**src/hdl/rlid_pkg.sv**
```systemverilog
`default_nettype none
// ----------------------------------------------------------------------------
// rlid_pkg
// Shared types and constants of the line run-length image decoder: field
// widths, configuration register indexes and the structs between modules.
// ----------------------------------------------------------------------------
package rlid_pkg;

  localparam int GROUP_PIXELS   = 8;
  localparam int PIX_W          = 7;
  localparam int LANE_W         = 3;
  localparam int TAKE_W         = 4;
  localparam int BYTE_W         = 8;
  localparam int COL_W          = 10;
  localparam int ROW_W          = 10;
  localparam int GPL_W          = 7;
  localparam int ADDR_W         = 17;
  localparam int GROUP_W        = GROUP_PIXELS * PIX_W;
  localparam int CFG_DATA_W     = 10;
  localparam int CFG_INDEX_W    = 1;
  localparam int MAX_LINE_WIDTH = 512;
  localparam int MAX_LINES      = 1023;

  localparam logic [CFG_INDEX_W-1:0] CFG_LINE_WIDTH = 1'b0;
  localparam logic [CFG_INDEX_W-1:0] CFG_LINE_COUNT = 1'b1;

  localparam logic [CFG_DATA_W-1:0] LINE_WIDTH_RST = 10'd384;
  localparam logic [CFG_DATA_W-1:0] LINE_COUNT_RST = 10'd280;

  localparam int RUN_FLAG_BIT = 7;

  // effective image size as the datapath uses it
  typedef struct packed {
    logic [COL_W-1:0] width;
    logic [GPL_W-1:0] gpl;
    logic [ROW_W-1:0] lines;
  } size_t;

  // one step of the group unit
  typedef struct packed {
    logic [ADDR_W-1:0]       addr;
    logic [GROUP_W-1:0]      group;
    logic [GROUP_PIXELS-1:0] mask;
    logic [COL_W-1:0]        col_next;
    logic [COL_W-1:0]        rem_next;
    logic                    line_end;
  } step_t;

endpackage
`default_nettype wire

```
**src/hdl/rlid_step_unit.sv**
```systemverilog
`default_nettype none
// ----------------------------------------------------------------------------
// rlid_step_unit
// Shared group unit: from the current column, pixels left and color it forms
// one aligned 8-pixel group, its lane mask and address, and the advanced
// column and remaining count.
// ----------------------------------------------------------------------------
module rlid_step_unit (
  input  wire logic [rlid_pkg::COL_W-1:0]  col,
  input  wire logic [rlid_pkg::COL_W-1:0]  rem,
  input  wire logic [rlid_pkg::PIX_W-1:0]  color,
  input  wire logic [rlid_pkg::ADDR_W-1:0] row_base,
  input  wire rlid_pkg::size_t             size,
  output rlid_pkg::step_t                  step
);

  logic [rlid_pkg::LANE_W-1:0] lane;
  logic [rlid_pkg::TAKE_W-1:0] room;
  logic [rlid_pkg::TAKE_W-1:0] take;
  logic [rlid_pkg::TAKE_W:0]   lane_end;

  always_comb begin
    lane     = col[rlid_pkg::LANE_W-1:0];
    room     = rlid_pkg::TAKE_W'(rlid_pkg::GROUP_PIXELS) - {1'b0, lane};
    take     = ({{(rlid_pkg::COL_W-rlid_pkg::TAKE_W){1'b0}}, room} > rem)
             ? rem[rlid_pkg::TAKE_W-1:0] : room;
    lane_end = {2'b00, lane} + {1'b0, take};
    for (int i = 0; i < rlid_pkg::GROUP_PIXELS; i++) begin
      step.mask[i] = (i >= int'(lane)) && (i < int'(lane_end));
      step.group[i*rlid_pkg::PIX_W +: rlid_pkg::PIX_W] =
        step.mask[i] ? color : '0;
    end
    step.addr     = row_base
                  + {{(rlid_pkg::ADDR_W-rlid_pkg::COL_W+rlid_pkg::LANE_W){1'b0}},
                     col[rlid_pkg::COL_W-1:rlid_pkg::LANE_W]};
    step.col_next = col + {{(rlid_pkg::COL_W-rlid_pkg::TAKE_W){1'b0}}, take};
    step.rem_next = rem - {{(rlid_pkg::COL_W-rlid_pkg::TAKE_W){1'b0}}, take};
    step.line_end = step.col_next >= size.width;
  end

endmodule
`default_nettype wire

```
**src/hdl/rlid_ctrl.sv**
```systemverilog
`default_nettype none
// ----------------------------------------------------------------------------
// rlid_ctrl
// Sequencer of the decoder: decodes code bytes, keeps column, row and run
// state, drives the group unit once per group and holds the output register.
// ----------------------------------------------------------------------------
module rlid_ctrl (
  input  wire logic                              clk,
  input  wire logic                              rst_n,
  input  wire logic                              in_valid,
  output logic                                   in_ready,
  input  wire logic [rlid_pkg::BYTE_W-1:0]       in_code_byte,
  input  wire rlid_pkg::size_t                   size,
  output logic                                   out_valid,
  input  wire logic                              out_ready,
  output logic [rlid_pkg::ADDR_W-1:0]            out_word_address,
  output logic [rlid_pkg::GROUP_W-1:0]           out_pixel_group,
  output logic [rlid_pkg::GROUP_PIXELS-1:0]      out_byte_mask,
  output logic                                   out_run_last,
  output logic                                   out_image_done
);

  typedef enum logic [3:0] {
    S_IDLE = 4'b0001,
    S_NORM = 4'b0010,
    S_BASE = 4'b0100,
    S_EMIT = 4'b1000
  } state_t;

  state_t                          state_r, state_nxt;
  logic [rlid_pkg::COL_W-1:0]      col_r, col_nxt;
  logic [rlid_pkg::ROW_W-1:0]      row_r, row_nxt;
  logic [rlid_pkg::ADDR_W-1:0]     base_r, base_nxt;
  logic [rlid_pkg::COL_W-1:0]      rem_r, rem_nxt;
  logic [rlid_pkg::PIX_W-1:0]      color_r, color_nxt;
  logic [rlid_pkg::PIX_W-1:0]      held_r, held_nxt;
  logic                            await_r, await_nxt;
  logic [rlid_pkg::BYTE_W-1:0]     byte_r, byte_nxt;
  logic                            ovalid_r, ovalid_nxt;
  logic [rlid_pkg::ADDR_W-1:0]     oaddr_r, oaddr_nxt;
  logic [rlid_pkg::GROUP_W-1:0]    ogroup_r, ogroup_nxt;
  logic [rlid_pkg::GROUP_PIXELS-1:0] omask_r, omask_nxt;
  logic                            olast_r, olast_nxt;
  logic                            odone_r, odone_nxt;

  rlid_pkg::step_t                 step;
  logic [rlid_pkg::COL_W-1:0]      col_n;
  logic [rlid_pkg::ROW_W-1:0]      row_n;
  logic [rlid_pkg::COL_W-1:0]      avail;
  logic [rlid_pkg::ROW_W-1:0]      row_inc;
  logic                            in_acc;
  logic                            out_free;

  rlid_step_unit u_step (
    .col      (col_r),
    .rem      (rem_r),
    .color    (color_r),
    .row_base (base_r),
    .size     (size),
    .step     (step)
  );

  assign in_ready = (state_r == S_IDLE);
  assign in_acc   = in_valid && in_ready;
  assign out_free = !ovalid_r || out_ready;

  always_comb begin
    col_n   = (col_r >= size.width) ? '0 : col_r;
    row_n   = (row_r >= size.lines) ? '0 : row_r;
    avail   = size.width - col_n;
    row_inc = row_r + 1'b1;

    state_nxt  = state_r;
    col_nxt    = col_r;
    row_nxt    = row_r;
    base_nxt   = base_r;
    rem_nxt    = rem_r;
    color_nxt  = color_r;
    held_nxt   = held_r;
    await_nxt  = await_r;
    byte_nxt   = byte_r;
    ovalid_nxt = ovalid_r && !out_ready;
    oaddr_nxt  = oaddr_r;
    ogroup_nxt = ogroup_r;
    omask_nxt  = omask_r;
    olast_nxt  = olast_r;
    odone_nxt  = odone_r;

    unique case (state_r)
      S_IDLE: begin
        if (in_acc) begin
          if (!await_r && in_code_byte[rlid_pkg::RUN_FLAG_BIT]) begin
            held_nxt  = in_code_byte[rlid_pkg::PIX_W-1:0];
            await_nxt = 1'b1;
          end else begin
            byte_nxt  = in_code_byte;
            state_nxt = S_NORM;
          end
        end
      end
      S_NORM: begin
        col_nxt   = col_n;
        row_nxt   = row_n;
        await_nxt = 1'b0;
        if (await_r) begin
          color_nxt = held_r;
          rem_nxt   = (byte_r != '0 && {2'b00, byte_r} < avail) ? {2'b00, byte_r} : avail;
        end else begin
          color_nxt = byte_r[rlid_pkg::PIX_W-1:0];
          rem_nxt   = rlid_pkg::COL_W'(1);
        end
        state_nxt = S_BASE;
      end
      S_BASE: begin
        base_nxt  = rlid_pkg::ADDR_W'(
                      {{(rlid_pkg::ADDR_W-rlid_pkg::ROW_W){1'b0}}, row_r}
                    * {{(rlid_pkg::ADDR_W-rlid_pkg::GPL_W){1'b0}}, size.gpl});
        state_nxt = S_EMIT;
      end
      S_EMIT: begin
        if (out_free) begin
          ovalid_nxt = 1'b1;
          oaddr_nxt  = step.addr;
          ogroup_nxt = step.group;
          omask_nxt  = step.mask;
          olast_nxt  = (step.rem_next == '0);
          odone_nxt  = 1'b0;
          rem_nxt    = step.rem_next;
          col_nxt    = step.col_next;
          if (step.line_end) begin
            col_nxt = '0;
            if (row_inc >= size.lines) begin
              row_nxt   = '0;
              base_nxt  = '0;
              odone_nxt = 1'b1;
            end else begin
              row_nxt  = row_inc;
              base_nxt = base_r
                       + {{(rlid_pkg::ADDR_W-rlid_pkg::GPL_W){1'b0}}, size.gpl};
            end
          end
          if (step.rem_next == '0) begin
            state_nxt = S_IDLE;
          end
        end
      end
      default: state_nxt = S_IDLE;
    endcase
  end

  always_ff @(posedge clk) begin
    if (!rst_n) begin
      state_r  <= S_IDLE;
      col_r    <= '0;
      row_r    <= '0;
      held_r   <= '0;
      await_r  <= 1'b0;
      ovalid_r <= 1'b0;
    end else begin
      state_r  <= state_nxt;
      col_r    <= col_nxt;
      row_r    <= row_nxt;
      held_r   <= held_nxt;
      await_r  <= await_nxt;
      ovalid_r <= ovalid_nxt;
    end
  end

  always_ff @(posedge clk) begin
    base_r   <= base_nxt;
    rem_r    <= rem_nxt;
    color_r  <= color_nxt;
    byte_r   <= byte_nxt;
    oaddr_r  <= oaddr_nxt;
    ogroup_r <= ogroup_nxt;
    omask_r  <= omask_nxt;
    olast_r  <= olast_nxt;
    odone_r  <= odone_nxt;
  end

  assign out_valid        = ovalid_r;
  assign out_word_address = oaddr_r;
  assign out_pixel_group  = ogroup_r;
  assign out_byte_mask    = omask_r;
  assign out_run_last     = olast_r;
  assign out_image_done   = odone_r;

endmodule
`default_nettype wire

```
**src/hdl/line_run_length_image_decoder_core.sv**
```systemverilog
`default_nettype none
// ----------------------------------------------------------------------------
// line_run_length_image_decoder_core
// Run-length decoder for a 7-bit palette image, writing aligned 8-pixel
// groups with a byte mask and frame word address.
// ----------------------------------------------------------------------------
// One code byte is taken at a time. A run marker gives no word and leaves
// in_ready high. A literal or count byte goes through the setup states NORM
// (position clamp and run length) and BASE (row base multiply) and then gives
// one word per cycle, while the output is not stalled, from the shared group
// unit; in_ready stays low until its last word is loaded into the output
// register. A run is clipped at the end of its line and a zero count fills the
// line. Line width and line count are written through cfg_we, cfg_index,
// cfg_data; the user must write them only while the block is idle, which the block itself does not enforce.
module line_run_length_image_decoder_core (
  input  wire logic                                  clk,
  input  wire logic                                  rst_n,
  input  wire logic                                  cfg_we,
  input  wire logic [rlid_pkg::CFG_INDEX_W-1:0]      cfg_index,
  input  wire logic [rlid_pkg::CFG_DATA_W-1:0]       cfg_data,
  input  wire logic                                  in_valid,
  output logic                                       in_ready,
  input  wire logic [rlid_pkg::BYTE_W-1:0]           in_code_byte,
  output logic                                       out_valid,
  input  wire logic                                  out_ready,
  output logic [rlid_pkg::ADDR_W-1:0]                out_word_address,
  output logic [rlid_pkg::GROUP_W-1:0]               out_pixel_group,
  output logic [rlid_pkg::GROUP_PIXELS-1:0]          out_byte_mask,
  output logic                                       out_run_last,
  output logic                                       out_image_done
);

  logic [rlid_pkg::CFG_DATA_W-1:0] width_cfg_r;
  logic [rlid_pkg::CFG_DATA_W-1:0] lines_cfg_r;
  logic [rlid_pkg::COL_W-1:0]      width_al;
  rlid_pkg::size_t                 size;

  always_ff @(posedge clk) begin
    if (!rst_n) begin
      width_cfg_r <= rlid_pkg::LINE_WIDTH_RST;
      lines_cfg_r <= rlid_pkg::LINE_COUNT_RST;
    end else if (cfg_we) begin
      unique case (cfg_index)
        rlid_pkg::CFG_LINE_WIDTH: width_cfg_r <= cfg_data;
        rlid_pkg::CFG_LINE_COUNT: lines_cfg_r <= cfg_data;
        default: ;
      endcase
    end
  end

  // effective size: width rounded down to whole groups and clamped to 8..512, zero line count read as one
  always_comb begin
    width_al = {width_cfg_r[rlid_pkg::COL_W-1:rlid_pkg::LANE_W], {rlid_pkg::LANE_W{1'b0}}};
    if (width_al == '0) begin
      size.width = rlid_pkg::COL_W'(rlid_pkg::GROUP_PIXELS);
    end else if (width_al > rlid_pkg::COL_W'(rlid_pkg::MAX_LINE_WIDTH)) begin
      size.width = rlid_pkg::COL_W'(rlid_pkg::MAX_LINE_WIDTH);
    end else begin
      size.width = width_al;
    end
    size.gpl   = size.width[rlid_pkg::LANE_W +: rlid_pkg::GPL_W];
    size.lines = (lines_cfg_r == '0) ? rlid_pkg::ROW_W'(1) : lines_cfg_r;
  end

  rlid_ctrl u_ctrl (
    .clk              (clk),
    .rst_n            (rst_n),
    .in_valid         (in_valid),
    .in_ready         (in_ready),
    .in_code_byte     (in_code_byte),
    .size             (size),
    .out_valid        (out_valid),
    .out_ready        (out_ready),
    .out_word_address (out_word_address),
    .out_pixel_group  (out_pixel_group),
    .out_byte_mask    (out_byte_mask),
    .out_run_last     (out_run_last),
    .out_image_done   (out_image_done)
  );

  // every word writes at least one pixel
  a_mask_nonzero: assert property (@(posedge clk) disable iff (!rst_n)
    out_valid |-> (out_byte_mask != '0))
    else $error("word with empty byte mask");

  // the last line ends exactly where a byte's painting ends
  a_done_is_last: assert property (@(posedge clk) disable iff (!rst_n)
    (out_valid && out_image_done) |-> out_run_last)
    else $error("image done on a word that is not the last of its byte");

  // a completed image restarts at word address zero
  a_wrap_addr: assert property (@(posedge clk) disable iff (!rst_n)
    (out_valid && out_ready && out_image_done) |=> !out_valid || out_word_address == '0
      || !$past(out_run_last))
    else $error("position did not wrap after image done");

endmodule
`default_nettype wire

```
**config.mk**
```make
export PLATFORM = sky130hd
export DESIGN_NAME = line_run_length_image_decoder_core
export DESIGN_NICKNAME = d
export VERILOG_FILES = /design/src/hdl/rlid_pkg.sv /design/src/hdl/rlid_step_unit.sv /design/src/hdl/rlid_ctrl.sv /design/src/hdl/line_run_length_image_decoder_core.sv
export SDC_FILE = /design/constraint.sdc
export NUM_CORES = 1
export LEC_CHECK = 0
export BUFFER_PORTS_ARGS = -buffer_cell sky130_fd_sc_hd__buf_4
export CAP_MARGIN = 20
export CORE_MARGIN = 10
export CORE_UTILIZATION = 60
export DETAILED_ROUTE_END_ITERATION = 10
export GPL_TIMING_DRIVEN = 0
export PLACE_DENSITY = 0.8
export SLEW_MARGIN = 25
export SYNTH_ARGS = -nofsm -noshare
export SYNTH_HDL_FRONTEND = slang
export SYNTH_HIERARCHICAL = 1
export SYNTH_SLANG_ARGS = --single-unit
```
**constraint.sdc**
```tcl
create_clock -name clk -period 11.1 [get_ports clk]
set_input_delay 0 -clock clk [delete_from_list [all_inputs] [get_ports clk]]
set_output_delay 0 -clock clk [all_outputs]
set_load 0.005 [all_outputs]
```
==> results.py, run 1 <==
metrics = {
    "setup_path": {
        "cp_max_fo": 10,
        "arrival_ps": 7150,
        "cp_num_buf_inv": 3,
        "cp-start-kind": "register",
        "cpMaxStageDelayCell": "dfxtp_1",
        "max_stage_delay_ps": 500,
        "cpMostUsedCell": "ha_1",
        "cp-end-kind": "register",
        "path_delay_family": "compound AO/OA/AOI/OAI gates",
        "cp.required_ps": 11470,
        "critPathKind": "reg -> reg",
    },
    "sta": {
        "finalCriticalPeriod_ps": 6780,
        "slew_headroom": 0.496,
        "tns_ps": 0,
        "rsz0062_at_grt": "false",
        "hold_violations": 0,
        "tightest_slew_ps": 751,
        "setup_violations": 0,
        "fin_crit_sh": 0.611,
        "skew_ps": 9.12,
        "max_freq_ghz": 0.148,
        "slew_violations": 0,
    },
    "grt": {
        "grt_pass1_wl_um": 47700,
        "overflow": 0,
        "grt_pass1_vias": 9712,
        "grt_usage": 0.217,
        "met1_usage": 0.269,
        "use_met2": 0.368,
        "grt_max_degree": 45,
        "busiest_layer": "met2",
        "antenna_found_initial": 0,
        "met3_usage": 0.0413,
    },
    "layout": {
        "seq_area_mm2": 0.00475,
        "nets": 1625,
        "stdcell_area_mm2": 0.0145,
        "num-fill-cells": 1484,
        "area_growth_pct": 16.3,
        "final_cell_mix": "194 x nand2_1, 125 x edfxtp_1, 123 x ha_1",
        "diodes": 0,
        "layout_commonest_cell": "nand2_1",
        "multi_input_area_mm2": 0.00710,
        "final_layout_size_suffix_gt1_frac": 0.131,
    },
    "floorplan": {
        "die_w_um": 164,
        "die_h_um": 164,
        "core_mm2": 0.0203,
        "ios": 109,
        "dieArea_mm2": 0.0269,
        "start_util": 0.613,
        "placement_rows": 52,
    },
    "pwr": {
        "internal_power_mw": 1.15,
        "p_sw_mw": 0.409,
        "leakagePower_nw": 6.29,
        "p_clk_frac": 0.396,
        "sequentialPowerShare": 0.478,
        "swShare": 0.262,
        "ir_drop_uv": 119,
        "pwr-share-comb": 0.126,
        "power_density_mw_per_mm2": 108,
    },
    "worst_hold_path": {
        "worstHoldPathType": "in -> reg",
    },
    "synthesis": {
        "synth_ff_type": "edfxtp_1",
        "ys_ff_latch": 175,
        "avgSynthCellArea_um2": 9.77,
        "synthDominantCellAreaShare": 0.301,
        "netlist_instances": 1275,
        "netlist_area_mm2": 0.0125,
        "yosys_warnings": 6,
        "synth_area_leaders": "edfxtp_1 30%, ha_1 12%, dfxtp_1 8.0%",
        "synth_edf_count": 125,
        "async_reset_ff_frac": 0,
        "yosysSeqAreaShare": 0.382,
        "yosysTopAreaCell": "edfxtp_1",
        "yosysUniqueCellTypes": 79,
    },
    "routing": {
        "remaining_drc_errors": 0,
        "avgViaCountPerCell": 5.61,
        "drtPass1Iterations": 5,
        "drt.antenna.violating_nets": 0,
        "route.vias.total": 9638,
        "wirelength_um": 28700,
        "routedWlPerCell_um": 16.7,
        "first_iter_violations": 679,
    },
    "placement": {
        "placed_cell_area_mm2": 0.0137,
        "port_buffers": 108,
        "place.gp.congestion": 0.864,
        "place_hpwl_um": 22000,
    },
    "clock_tree": {
        "cts_tree": "yes",
        "cts_hold_buf": 21,
        "htree_num_levels": 4,
        "postCtsSetupRepairBufs": 0,
        "clk_pin_slew_ps": 70,
        "cts_sinks": 175,
        "ctsResizeCount": 0,
        "cts_root_buffer": "clkbuf_16",
        "cts_max_path_buffers": 2,
        "cts-buffers-inserted": 17,
        "clk-insertion-delay-late_ps": 440,
    },
    "run_status": {
        "outcome": "finished, final reports clean",
    },
    "job": {
        "drv_cap": 0,
    },
}
-- kinds of logic (layout without fill, tap and decap cells) --
group / after synthesis / after routing / share of synthesized area
other cells: 1 / 10 / 0.000301
compound gates: 212 / 212 / 0.121
flops: 175 / 175 / 0.382
mux: 18 / 18 / 0.0155
simple gates: 472 / 472 / 0.186
xor+xnor: 70 / 70 / 0.0492
buf+inv: 160 / 323 / 0.0517
fa+ha+maj: 167 / 167 / 0.194
-- synthesized netlist by cell type, types with 6 or more instances --
cell,number
nor3b_1,10
a21boi_1,23
a21oi_1,39
nand3_1,30
ha_1,123
edfxtp_1,125
clkbuf_1,41
o21a_1,13
and3_1,18
o21ai_0,39
dfxtp_1,50
o31ai_1,8
inv_1,107
mux2i_1,8
a22oi_1,10
nand2b_1,9
o22ai_1,11
a21o_1,11
nor2_1,74
a211oi_1,8
xor2_1,30
or3_1,7
or4b_1,7
mux2_2,10
nand2_1,194
xnor2_1,40
nand4_1,6
fa_1,44
nor3_1,22
and2_1,32
nor2b_1,36
-- through the flow --
stage / hold slack [ps] / instances / worst slack [ps] / total power, mW / utilization
global placement: 187 / 1662 / 3570 / 0.941 / 0.672
detailed placement: 186 / 1664 / 4280 / 0.947 / 0.673
global route: 93.7 / 1717 / 3830 / 1.62 / 0.713
floorplan: 98.9 / 1284 / 4890 / 0.880 / -
finish: 43.0 / 1717 / 4320 / 1.56 / 0.713
CTS: 22.9 / 1717 / 4230 / 1.56 / 0.713
-- final cells by class --
class	instances	area share
Tap cell	270	0.0233
Multi-Input combinational cell	949	0.490
Clock buffer	18	0.0296
Timing Repair Buffer	131	0.0724
Clock inverter	14	0.0118
Buffer	53	0.0168
Sequential cell	175	0.328
Inverter	107	0.0277
-- path summary, 6_finish.rpt --
| check | from | end | slack (ps) | cells after the start |
|---|---|---|---|---|
| worst min register to register | lines_cfg_r[0]$_SDFFE_PN0P_ | lines_cfg_r[0]$_SDFFE_PN0P_ | 460 | 2 |
| worst max-delay path | u_ctrl/col_r[1]$_SDFFE_PN0P_ | u_ctrl/row_r[3]$_SDFFE_PN0P_ | 4320 | 26 |
| worst min-delay path | cfg_we | width_cfg_r[4]$_SDFFE_PN0P_ | 40 | 4 |
| worst max register to register | u_ctrl/col_r[1]$_SDFFE_PN0P_ | u_ctrl/row_r[3]$_SDFFE_PN0P_ | 4320 | 26 |
-- power groups by stage --
stage	clock network [mW]	registers (mW)	logic, mW
after floorplan	0	0.755	0.125
after global placement	0	0.760	0.181
after detailed placement	0	0.760	0.187
after CTS	0.623	0.745	0.195
after global routing	0.654	0.748	0.220
final	0.618	0.746	0.197
-- sequential cells by signal, indices dropped and copies added (netlist names), 4 cells and up --
name and cells:
lines_cfg_r 10, u_ctrl/base_r 17, u_ctrl/byte_r 8, u_ctrl/col_r 10
u_ctrl/color_r 7, u_ctrl/held_r 7, u_ctrl/out_byte_mask 8, u_ctrl/out_pixel_group 56
u_ctrl/out_word_address 17, u_ctrl/rem_r 10, u_ctrl/row_r 10, u_ctrl/state_r 4
width_cfg_r 7
-- worst min-delay path, stage by stage --
cell      delay, ps
buf_4            90
nand2b_1        170
nand2_1         120
a21boi_1         50
-- routing by layer --
| layer | up-vias | wire (µm) | share of wire |
|---|---|---|---|
| met5 | - | 0 | 0 |
| met2 | 288 | 13700 | 0.48 |
| met1 | 4564 | 12400 | 0.43 |
| met4 | 0 | 707 | 0.025 |
| met3 | 49 | 1810 | 0.063 |
| li1 | 4737 | - | - |
No activity file was read; power rests on OpenSTA's default activity.
==> run 2, diff against run 1 <==
==> constraint.sdc (replaced) <==
create_clock -name clk -period 6.6 [get_ports clk]
set_input_delay 0 -clock clk [delete_from_list [all_inputs] [get_ports clk]]
set_output_delay 0 -clock clk [all_outputs]
set_load 0.005 [all_outputs]
==> results.py, run 2 (synthesis gave the netlist of run 1 again) <==
metrics = {
    "floorplan": {
        "core_mm2": 0.0203,
        "ios": 109,
        "placement_rows": 52,
        "die_h_um": 164,
        "start_util": 0.613,
        "die_w_um": 164,
        "dieArea_mm2": 0.0269,
    },
    "clock_tree": {
        "cts_sinks": 175,
        "clk-insertion-delay-late_ps": 440,
        "cts_root_buffer": "clkbuf_16",
        "cts_tree": "yes",
        "cts_max_path_buffers": 2,
        "cts-buffers-inserted": 17,
        "clk_pin_slew_ps": 70,
        "htree_num_levels": 4,
    },
    "grt": {
        "grt_usage": 0.216,
        "antenna_found_initial": 0,
        "grt_max_degree": 45,
        "overflow": 0,
        "grt_pass1_vias": 9681,
        "grt_pass1_wl_um": 47500,
    },
    "sta": {
        "setup_violations": 0,
        "skew_ps": 9.92,
        "holdWs_ps": 42.3,
        "slew_violations": 0,
        "tightest_slew_ps": 765,
        "hold_violations": 0,
        "slew_headroom": 0.487,
        "finalCriticalPeriod_ps": 6200,
        "fin_crit_sh": 0.939,
        "max_freq_ghz": 0.161,
    },
    "setup_path": {
        "arrival_ps": 6570,
        "r2r_start": "u_ctrl/col_r[1]$_SDFFE_PN0P_",
        "cp.required_ps": 6970,
        "cp_max_fo": 19,
        "regToRegSetupSlack_ps": 400,
        "cpMaxStageDelayCell": "or4b_1",
        "path_delay_family": "compound AO/OA/AOI/OAI gates",
        "cp-start-kind": "register",
        "cp_num_buf_inv": 3,
        "cpMostUsedCell": "ha_1",
        "cp-end-kind": "register",
        "critPathKind": "reg -> reg",
        "max_stage_delay_ps": 530,
        "crit_start": "u_ctrl/col_r[1]$_SDFFE_PN0P_",
    },
    "pwr": {
        "leakagePower_nw": 6.32,
        "power_density_mw_per_mm2": 181,
        "ir_drop_uv": 201,
    },
    "routing": {
        "drt.antenna.violating_nets": 0,
        "avgViaCountPerCell": 5.62,
        "drtPass1Iterations": 5,
        "wirelength_um": 28700,
        "routedWlPerCell_um": 16.7,
        "met3_wirelength_um": 1730,
        "route.vias.total": 9661,
        "first_iter_violations": 627,
        "met1_length_um": 12500,
        "remaining_drc_errors": 0,
        "highest_layer": "met4",
        "dr_wl_met2_um": 13800,
    },
    "layout": {
        "num-fill-cells": 1472,
        "stdcell_area_mm2": 0.0145,
        "final_cell_mix": "194 x nand2_1, 125 x edfxtp_1, 123 x ha_1",
        "largest_reg_flops": 56,
        "layout_commonest_cell": "nand2_1",
        "nets": 1627,
        "area_growth_pct": 16.6,
        "diodes": 0,
        "final_layout_size_suffix_gt1_frac": 0.136,
    },
    "placement": {
        "port_buffers": 108,
        "placed_cell_area_mm2": 0.0137,
        "place_hpwl_um": 22000,
        "place.gp.congestion": 0.864,
    },
    "run_status": {
        "outcome": "finished, final reports clean",
    },
    "worst_hold_path": {
        "hold_start": "cfg_we",
        "worstHoldPathType": "in -> reg",
    },
    "job": {
        "drv_cap": 0,
    },
}
[run 2: cell types whose count changed in the layout (fill, tap and decap cells not counted), sizes merged]
cell    previous run  this run
buf              122       125
clkbuf            59        58
[run 2: metrics by stage]
step / worst slack, ps / TNS [ps] / util / total power [mW] / std cells
final: 399 / 0 / 0.715 / 2.62 / 1719
after global routing: -4.73 / -8.14 / 0.715 / 2.73 / 1719
after CTS: 58.9 / 0 / 0.713 / 2.63 / 1716
after detailed placement: -217 / -2700 / 0.673 / 1.59 / 1664
after global placement: -930 / -16160 / 0.672 / 1.58 / 1662
after floorplan: 388 / 0 / - / 1.48 / 1284
[run 2: area by class of cell]
type / instances / area, µm² / area share
plain buffers: 52 / 239 / 0.0165
clock buffers: 18 / 429 / 0.0296
clock inverters: 14 / 171 / 0.0118
inverters: 107 / 402 / 0.0277
multi-input cells: 949 / 7110 / 0.490
flip-flops and latches: 175 / 4760 / 0.328
well taps: 270 / 338 / 0.0233
repair buffers: 134 / 1070 / 0.0738
[run 2: worst paths after layout]
kind / depth (start not counted) / end
setup reg to reg: 25 / u_ctrl/row_r[3]$_SDFFE_PN0P_
hold reg to reg: 2 / lines_cfg_r[0]$_SDFFE_PN0P_
hold / removal: 4 / width_cfg_r[4]$_SDFFE_PN0P_
setup / recovery: 25 / u_ctrl/row_r[3]$_SDFFE_PN0P_
[run 2: tightest hold or removal path: cells and delay by family]
family	cells	cell delay, ps
simple gates	2	290
buf+inv	1	90
compound gates	1	50
[run 2: layer usage]
metal  track usage  vias to the layer above
li1              -                     4745
met1         0.268                     4604
met2         0.369                      266
met5             0                        -
met3        0.0416                       46
met4        0.0772                        0
[run 2: where the power goes]
| group | total, mW | switching [mW] | leakage [nW] | internal (mW) |
|---|---|---|---|---|
| logic | 0.333 | 0.191 | 4.48 | 0.142 |
| registers | 1.25 | 0.0317 | 1.55 | 1.22 |
| clock network | 1.04 | 0.463 | 0.286 | 0.573 |
[run 2: what timing repair did]
| action | CTS | global route |
|---|---|---|
| pin swaps | 0 | 1 |
| buffers inserted | 0 | 3 |
| resized for setup | 1 | 7 |
| hold endpoints to repair | 37 | 0 |
| gates cloned | 0 | 0 |
| hold buffers | 21 | 0 |
| endpoints found under the setup margin | 21 | 30 |
==> run 3, diff against run 2 <==
--- a/config.mk
+++ b/config.mk
@@ -8,10 +8,11 @@
 export BUFFER_PORTS_ARGS = -buffer_cell sky130_fd_sc_hd__buf_4
 export CAP_MARGIN = 20
 export CORE_MARGIN = 10
-export CORE_UTILIZATION = 60
+export CORE_UTILIZATION = 55
+export CTS_CLUSTER_SIZE = 30
 export DETAILED_ROUTE_END_ITERATION = 10
 export GPL_TIMING_DRIVEN = 0
-export PLACE_DENSITY = 0.8
+export PLACE_DENSITY = 0.77
 export SLEW_MARGIN = 25
 export SYNTH_ARGS = -nofsm -noshare
 export SYNTH_HDL_FRONTEND = slang
==> constraint.sdc (replaced) <==
create_clock -name clk -period 5.5 [get_ports clk]
set_input_delay 0 -clock clk [delete_from_list [all_inputs] [get_ports clk]]
set_output_delay 0 -clock clk [all_outputs]
set_load 0.005 [all_outputs]
==> results.py, run 3 (synthesis gave the netlist of run 1 again) <==
metrics = {
    "setup_path": {
        "cp.required_ps": 5870,
        "cp_max_fo": 6,
        "path_delay_family": "compound AO/OA/AOI/OAI gates",
        "cp_num_buf_inv": 2,
        "reg2reg_depth": 26,
        "cpMostUsedCell": "ha_4",
        "cpMaxStageDelayCell": "or4b_1",
        "cp-start-kind": "register",
        "arrival_ps": 5950,
        "r2r_start": "u_ctrl/col_r[0]$_SDFFE_PN0P_",
        "cp-end-kind": "register",
        "regToRegSetupSlack_ps": -70,
        "max_stage_delay_ps": 490,
        "critPathKind": "reg -> reg",
        "r2r_end": "u_ctrl/row_r[7]$_SDFFE_PN0P_",
    },
    "grt": {
        "overflow": 0,
        "grt_pass1_vias": 9698,
        "antenna_found_initial": 0,
        "grt_usage": 0.207,
        "grt_pass1_wl_um": 48800,
        "grt_max_degree": 45,
    },
    "routing": {
        "drt.antenna.violating_nets": 0,
        "wirelength_um": 31300,
        "route.vias.total": 9989,
        "drtPass1Iterations": 5,
        "routedWlPerCell_um": 17.7,
        "remaining_drc_errors": 0,
        "first_iter_violations": 724,
        "avgViaCountPerCell": 5.64,
    },
    "pwr": {
        "power_density_mw_per_mm2": 209,
        "power_mw": 3.22,
        "leakagePower_nw": 6.67,
        "ir_drop_uv": 197,
    },
    "clock_tree": {
        "cts_tree": "yes",
        "cts_sinks": 175,
        "cts_max_path_buffers": 2,
        "clk_pin_slew_ps": 80,
        "cts_root_buffer": "clkbuf_16",
        "clk-insertion-delay-late_ps": 440,
        "htree_num_levels": 4,
        "cts-buffers-inserted": 17,
    },
    "sta": {
        "slew_violations": 0,
        "finalCriticalPeriod_ps": 5570,
        "rsz0062_at_grt": "true",
        "skew_ps": 14.1,
        "setup_violations": 9,
        "hold_violations": 0,
        "max_freq_ghz": 0.179,
        "fin_crit_sh": 1.01,
        "tns_ps": -358,
        "slew_headroom": 0.514,
        "tightest_slew_ps": 719,
        "setup_slack_ps": -73.5,
    },
    "layout": {
        "nets": 1668,
        "final_layout_size_suffix_gt1_frac": 0.204,
        "final_cells": 1770,
        "layout_commonest_cell": "nand2_1",
        "diodes": 0,
        "final_cell_mix": "192 x nand2_1, 148 x buf_4, 125 x edfxtp_1",
        "stdcell_area_mm2": 0.0154,
        "area_growth_pct": 23.6,
        "largest_reg_flops": 56,
    },
    "placement": {
        "place_hpwl_um": 22300,
        "placed_cells": 1673,
        "port_buffers": 108,
        "placed_cell_area_mm2": 0.0137,
        "pre_cts_ws_ps": -968,
        "place.gp.congestion": 0.901,
    },
    "worst_hold_path": {
        "worstHoldPathType": "in -> reg",
        "hold_end": "width_cfg_r[3]$_SDFFE_PN0P_",
        "hold_start": "cfg_we",
        "worstHoldPathCells": 4,
    },
    "floorplan": {
        "start_util": 0.565,
        "die_w_um": 170,
        "dieArea_mm2": 0.0291,
        "placement_rows": 54,
        "ios": 109,
        "die_h_um": 170,
        "core_mm2": 0.0220,
    },
    "run_status": {
        "outcome": "complete, but fails checks",
        "violations": "setup timing",
    },
    "job": {
        "drv_cap": 0,
    },
}
-- run 3: cell types whose count changed in the layout (fill, tap and decap cells not counted), sizes merged --
cell,previous run,this run
clkinvlp,3,0
bufinv,2,0
dlygate4sd3,21,22
clkbuf,58,57
inv,115,114
buf,125,165
clkinv,1,8
-- run 3: what timing repair did --
item,in CTS,in global routing
endpoints found under the setup margin,54,51
gates resized for setup,54,79
endpoints found under the hold margin,37,0
gates cloned,1,1
pin swaps,8,29
hold buffers,22,0
setup buffers,11,31
-- run 3: through the flow --
stage | utilization | hold WS [ps]
final | 0.699 | 26.6
after global routing | 0.699 | 34.7
after CTS | 0.673 | 2.17
after detailed placement | 0.622 | 188
after global placement | 0.620 | 187
after floorplan | - | 98.9
-- run 3: worst max path at each step --
stage,start,to,slack (ps),cells after the start
after floorplan,u_ctrl/col_r[1]$_SDFFE_PN0P_,u_ctrl/row_r[0]$_SDFFE_PN0P_,5,27
after global placement,width_cfg_r[6]$_SDFFE_PN0P_,u_ctrl/rem_r[1]$_DFFE_PP_,-920,25
after detailed placement,width_cfg_r[6]$_SDFFE_PN0P_,u_ctrl/rem_r[1]$_DFFE_PP_,-970,25
after CTS,u_ctrl/col_r[1]$_SDFFE_PN0P_,u_ctrl/row_r[2]$_SDFFE_PN0P_,7,25
after global routing,u_ctrl/col_r[1]$_SDFFE_PN0P_,u_ctrl/row_r[6]$_SDFFE_PN0P_,-210,24
final,u_ctrl/col_r[0]$_SDFFE_PN0P_,u_ctrl/row_r[7]$_SDFFE_PN0P_,-70,26
-- run 3: tightest hold or removal path, stage by stage --
cell and delay (ps):
buf_4 100, nand2b_1 160, nand2_1 110, a21boi_1 50
-- run 3: report_power, final --
group	switching, mW	internal [mW]	total [mW]
logic	0.254	0.205	0.458
clock network	0.625	0.628	1.25
registers	0.0399	1.46	1.50
total	0.919	2.30	3.22
-- run 3: area by class of cell --
type,count,area (µm²)
inverter,107,412
fill,1608,6630
tap,280,350
buffer,52,288
timing repair buffer,175,1410
sequential,175,4770
clock inverter,15,204
clock buffer,17,425
multi-input combinational,949,7540
-- run 3: routing by layer --
layer  up-vias  share of wire  track usage
met1      4790           0.43        0.260
met4         0          0.018       0.0580
met3        48          0.061       0.0403
met2       332           0.49        0.356
met5         -              0            0
li1       4819              -            -
